**src/hw/rtl/bba_pkg.sv**
```systemverilog
// ----------------------------------------------------------------------------
// bba_pkg
// Shared types and constants of the buddy block allocator.
// ----------------------------------------------------------------------------
`default_nettype none

package bba_pkg;

  localparam int ORD_W      = 5;
  localparam int REQ_W      = 17;
  localparam int ADDR_W     = 16;
  localparam int STAT_W     = 2;
  localparam int IN_DATA_W  = 40;   // request_size, free_address, zero fill
  localparam int OUT_DATA_W = 24;   // result_address, block_order, zero fill

  localparam logic        OP_FREE     = 1'b1;
  localparam logic [1:0]  STAT_ALLOC  = 2'd0;
  localparam logic [1:0]  STAT_FAIL   = 2'd1;
  localparam logic [1:0]  STAT_FREED  = 2'd2;
  localparam logic [1:0]  STAT_NULL   = 2'd3;

  typedef enum logic [4:0] {
    ST_IDLE, ST_DECIDE, ST_SRCH, ST_POP_RD, ST_POP, ST_SPLIT, ST_REC, ST_FAIL,
    ST_NULL, ST_ORD_RD, ST_ORD, ST_CHECK, ST_WALK_INIT, ST_WALK_TEST, ST_WALK_RD,
    ST_WALK_STEP, ST_PUSH
  } state_t;

  typedef enum logic [3:0] {
    CMD_NONE, CMD_LOAD, CMD_SRCH, CMD_POP_RD, CMD_POP, CMD_SPLIT, CMD_REC,
    CMD_FAIL, CMD_NULL, CMD_ORD_RD, CMD_ORD, CMD_WALK_INIT, CMD_WALK_RD,
    CMD_WALK_STEP, CMD_PUSH
  } cmd_t;

  typedef struct packed {
    logic init_busy;
    logic is_free;
    logic is_null;
    logic need_fail;
    logic head_ok_cur;
    logic cur_gt_top;
    logic cur_gt_need;
    logic o_lt_top;
    logic walk_live;
    logic hit;
    logic out_free;
  } dp_stat_t;

endpackage

`default_nettype wire

```
**src/hw/rtl/bba_ctrl.sv**
```systemverilog
// ----------------------------------------------------------------------------
// bba_ctrl
// Sequencer: steps alloc search/split and free merge walks, at most one command a cycle.
// ----------------------------------------------------------------------------
`default_nettype none

module bba_ctrl (
  input  wire               clk,
  input  wire               rst,
  input  wire               in_valid,
  output logic              in_ready,
  input  bba_pkg::dp_stat_t stat,
  output bba_pkg::cmd_t     cmd
);

  bba_pkg::state_t state, state_next;

  always_ff @(posedge clk) begin
    if (rst) begin
      state <= bba_pkg::ST_IDLE;
    end else begin
      state <= state_next;
    end
  end

  always_comb begin
    state_next = state;
    case (state)
      bba_pkg::ST_IDLE: begin
        if (in_valid && !stat.init_busy) state_next = bba_pkg::ST_DECIDE;
      end
      bba_pkg::ST_DECIDE: begin
        if (stat.is_free) begin
          state_next = stat.is_null ? bba_pkg::ST_NULL : bba_pkg::ST_ORD_RD;
        end else begin
          state_next = stat.need_fail ? bba_pkg::ST_FAIL : bba_pkg::ST_SRCH;
        end
      end
      bba_pkg::ST_SRCH: begin
        if (stat.cur_gt_top) state_next = bba_pkg::ST_FAIL;
        else if (stat.head_ok_cur) state_next = bba_pkg::ST_POP_RD;
      end
      bba_pkg::ST_POP_RD: state_next = bba_pkg::ST_POP;
      bba_pkg::ST_POP:    state_next = bba_pkg::ST_SPLIT;
      bba_pkg::ST_SPLIT: begin
        if (!stat.cur_gt_need) state_next = bba_pkg::ST_REC;
      end
      bba_pkg::ST_REC, bba_pkg::ST_FAIL, bba_pkg::ST_NULL, bba_pkg::ST_PUSH: begin
        if (stat.out_free) state_next = bba_pkg::ST_IDLE;
      end
      bba_pkg::ST_ORD_RD: state_next = bba_pkg::ST_ORD;
      bba_pkg::ST_ORD:    state_next = bba_pkg::ST_CHECK;
      bba_pkg::ST_CHECK: begin
        state_next = stat.o_lt_top ? bba_pkg::ST_WALK_INIT : bba_pkg::ST_PUSH;
      end
      bba_pkg::ST_WALK_INIT: state_next = bba_pkg::ST_WALK_TEST;
      bba_pkg::ST_WALK_TEST: begin
        state_next = stat.walk_live ? bba_pkg::ST_WALK_RD : bba_pkg::ST_PUSH;
      end
      bba_pkg::ST_WALK_RD: state_next = bba_pkg::ST_WALK_STEP;
      bba_pkg::ST_WALK_STEP: begin
        state_next = stat.hit ? bba_pkg::ST_CHECK : bba_pkg::ST_WALK_TEST;
      end
      default: state_next = bba_pkg::ST_IDLE;
    endcase
  end

  always_comb begin
    cmd      = bba_pkg::CMD_NONE;
    in_ready = 1'b0;
    case (state)
      bba_pkg::ST_IDLE: begin
        in_ready = !stat.init_busy;
        if (in_valid && !stat.init_busy) cmd = bba_pkg::CMD_LOAD;
      end
      bba_pkg::ST_SRCH: begin
        if (!stat.cur_gt_top && !stat.head_ok_cur) cmd = bba_pkg::CMD_SRCH;
      end
      bba_pkg::ST_POP_RD: cmd = bba_pkg::CMD_POP_RD;
      bba_pkg::ST_POP:    cmd = bba_pkg::CMD_POP;
      bba_pkg::ST_SPLIT: begin
        if (stat.cur_gt_need) cmd = bba_pkg::CMD_SPLIT;
      end
      bba_pkg::ST_REC:  if (stat.out_free) cmd = bba_pkg::CMD_REC;
      bba_pkg::ST_FAIL: if (stat.out_free) cmd = bba_pkg::CMD_FAIL;
      bba_pkg::ST_NULL: if (stat.out_free) cmd = bba_pkg::CMD_NULL;
      bba_pkg::ST_PUSH: if (stat.out_free) cmd = bba_pkg::CMD_PUSH;
      bba_pkg::ST_ORD_RD:    cmd = bba_pkg::CMD_ORD_RD;
      bba_pkg::ST_ORD:       cmd = bba_pkg::CMD_ORD;
      bba_pkg::ST_WALK_INIT: cmd = bba_pkg::CMD_WALK_INIT;
      bba_pkg::ST_WALK_RD:   cmd = bba_pkg::CMD_WALK_RD;
      bba_pkg::ST_WALK_STEP: cmd = bba_pkg::CMD_WALK_STEP;
      default: cmd = bba_pkg::CMD_NONE;
    endcase
  end

endmodule

`default_nettype wire

```
**config.mk**
```make
export PLATFORM = sky130hd
export DESIGN_NAME = bba_ctrl
export DESIGN_NICKNAME = d
export VERILOG_FILES = /design/src/hw/rtl/bba_pkg.sv /design/src/hw/rtl/bba_ctrl.sv
export SDC_FILE = /design/constraint.sdc
export NUM_CORES = 1
export LEC_CHECK = 0
export BUFFER_PORTS_ARGS = -buffer_cell sky130_fd_sc_hd__buf_2
export CORE_ASPECT_RATIO = 0.8
export CORE_MARGIN = 2
export CORE_UTILIZATION = 30
export DETAILED_ROUTE_END_ITERATION = 8
export PLACE_DENSITY = 0.54
export SETUP_SLACK_MARGIN = 0.4
export SLEW_MARGIN = 10
export SYNTH_ARGS = -nofsm -noshare
export SYNTH_HDL_FRONTEND = slang
export SYNTH_SLANG_ARGS = --single-unit
```
**constraint.sdc**
```tcl
create_clock -name clk -period 2.09 [get_ports clk]
set_input_delay 0.418 -clock clk [delete_from_list [all_inputs] [get_ports clk]]
set_output_delay 0.418 -clock clk [all_outputs]
set_load 0.01 [all_outputs]
```
==> run metrics <==
largest family of logic cells by synthesized area simple AND/OR/NAND/NOR gates; final setup violation count 0; post-route insts no fill 169; share of cells above drive strength 1 44.4%; top sig layer met4; Net Count, Synth 118; sequential share of the synthesized area 13.1%; commonest non-fill, non-tap cell in the layout buf_2; Post-Route M1 WL 1.13 mm; vias per cell 5.40; total grt overflow 0; core area 0.00242 mm²; IO Port Bufs 18; normalized max-slew margin 75.8%; hold crit path type in2reg; clk_lat worst skew 0.26 ns; initial antenna violation count 0; worst reg2reg setup slack 0.51 ns; root buffer cell clkbuf_4; Die W 60.3 µm; hold buffer count at CTS 0; Clock transition at path regs 0.06 ns; top cell type's share of synthesized area 13.1%; GRT Util Overall 17.4%; max reg flops 5; Initial DRC Count 56; Critical path buffers and inverters 2; largest area contributor in the netlist dfxtp_1; combinational group share of total power 71.8%; Max VDD drop 0.297 mV; CP Cell Sequence buf_6 -> nor2_4 -> a2bb2oi_2 -> or3b_4 -> o21ai_2 -> buf_2; placed cells 157; mux contribution to synthesized area 2.63%; RSZ-0062 raised after global routing yes; critical path's slowest cell or3b_4; most frequent cells in the layout buf_2, buf_4, nand2_1; Routed WL per cell 14.6 µm; Synth Cell Area 762 µm²; First-pass DRT Iterations 4; status complete, no violations; Starting Density 31.5%; FMAX 529 MHz; Sw Ratio 46.0%; Reg power frac 17.1%; Die ar. 0.00296 mm²; worst path required time 1.67 ns; Worst Setup End Kind output port; clock tree sinks 5; Critical Path AT 1.47 ns; TritonCTS Buffers 3; I/O pin cnt 19; cell-internal power 582 µW; vias in the first global route 843; # Max-Cap Violations 0; Synth Area in Simple Gates 38.4%; WL met2 1.06 mm; WL final 2.47 mm; maximum buffer depth of the clock tree 2; final setup TNS 0 ns; max-slew violations 0; Mean Syn Cell Area 7.33 µm²; Largest regs state x5; main flop type after synthesis dfxtp_1; library cells used by synthesis 43; proportion of power drawn by the clock network 11.2%; Final Skew 0.0158 ns; fillers 258; DRC 0; WS Path Type reg2out; Antenna Cells 0; Die H 49.1 µm; met3 WL 236 µm; Synth Area in Compound Gates 32.0%; cells after synthesis 104; period utilization 90.5%; DRT antenna net count 0; Startpoint Class register; most flop-heavy register state; Row Count 16; actual slew at the worst max-slew pin 0.362 ns; Top Family by Delay on Critical Path simple AND/OR/NAND/NOR gates; DP HPWL 1.76 mm; leakage power 0.445 nW; Synth Area in Adders 0%; Synth Register Bits 5; pwr/cell area 1040 mW/mm²; CTS H-tree lvls 1; synth warn 0; Synth Area in XOR/XNOR 3.45%; Nets 148; largest net degree at the start of global routing 15; first-pass GRT wire length 3.91 mm; Net Switching 497 µW; final hold violation count 0; asr flop ratio synth 0%; top cells by area, synth dfxtp_1, a21oi_1, o21ai_0; Critical Path Fanout Max 3; clock period minus worst slack 1.89 ns; gpl congestion 0.878; Layout area overhead 36.6%; Crit path largest cell delay 0.39 ns; Vias 913; CTS tree done; Post-synth EDFFs 0
## cell families (layout without fill, tap and decap cells)
family / Yosys count / in the layout
flops: 5 / 5
compound gates: 37 / 37
buf+inv: 12 / 41
xor+xnor: 3 / 3
simple gates: 45 / 45
mux: 2 / 2
## power by group through the flow
stage,clock (mW),combinational [mW],sequential [mW]
after floorplan,0,0.530,0.134
after global placement,0,0.639,0.171
after detailed placement,0,0.639,0.173
after CTS,0.121,0.698,0.180
after global routing,0.134,0.852,0.190
final,0.120,0.775,0.184
## per-stage QoR
step / utilization (%) / cell area [µm²] / power [mW] / hold slack, ns / setup slack, ns
final: 43.0 / 1040 / 1.08 / 0.426 / 0.200
after global placement: 36.7 / 890 / 0.809 / 0.571 / 0.188
after CTS: 40.7 / 986 / 0.999 / 0.417 / 0.196
after detailed placement: 36.7 / 890 / 0.812 / 0.582 / 0.181
after global routing: 43.0 / 1040 / 1.18 / 0.423 / 0.125
after floorplan: - / 762 / 0.664 / 0.487 / 0.482
## synthesized netlist by cell type, drive strengths merged, types with 2 or more instances
library cell,number
and2b,2
o21ai,12
nor2,9
dfxtp,5
inv,3
nor3,4
nand2b,4
nor4bb,2
nor4,2
a21oi,7
o32ai,2
nand2,9
a211oi,3
nand3b,3
mux2i,2
o21bai,2
nor2b,4
buf,9
xor2,3
## layer usage
metal  up-vias  track usage [%]
li1        453                -
met1       406             27.0
met2        50             23.2
met3         4             3.45
met4         0             6.30
met5         -                0
## layout make-up
type	count	area (µm²)	area share [%]
repair buffers	34	225	21.6
clock buffers	4	26.3	2.52
well taps	36	45.0	4.33
multi-input cells	87	623	59.9
flip-flops and latches	5	110	10.6
inverters	3	11.3	1.08
## path summary, 6_finish.rpt
kind	from	to	cells past startpoint
worst max-delay path	state[1]$_SDFFE_PP0P_	cmd[1]	6
worst min-delay path	rst	state[4]$_SDFFE_PP0P_	2
worst max register to register	state[3]$_SDFFE_PP0P_	state[2]$_SDFFE_PP0P_	7
worst min register to register	state[0]$_SDFFE_PP0P_	state[0]$_SDFFE_PP0P_	2
## worst reg2reg max path, cell delays in order (launching register included)
cell and delay (ns):
dfxtp_2 0.33, buf_6 0.13, buf_4 0.14, nor2_1 0.14, o2111ai_1 0.14, o31a_1 0.16
nor2b_4 0.15, o32ai_1 0.28
## repair_timing
item,4_1_cts,5_1_grt
resized for setup,11,12
buffers inserted,6,2
pin swaps,2,4
endpoints found under the setup margin,8,5
No activity file was read; power rests on OpenSTA's default activity.
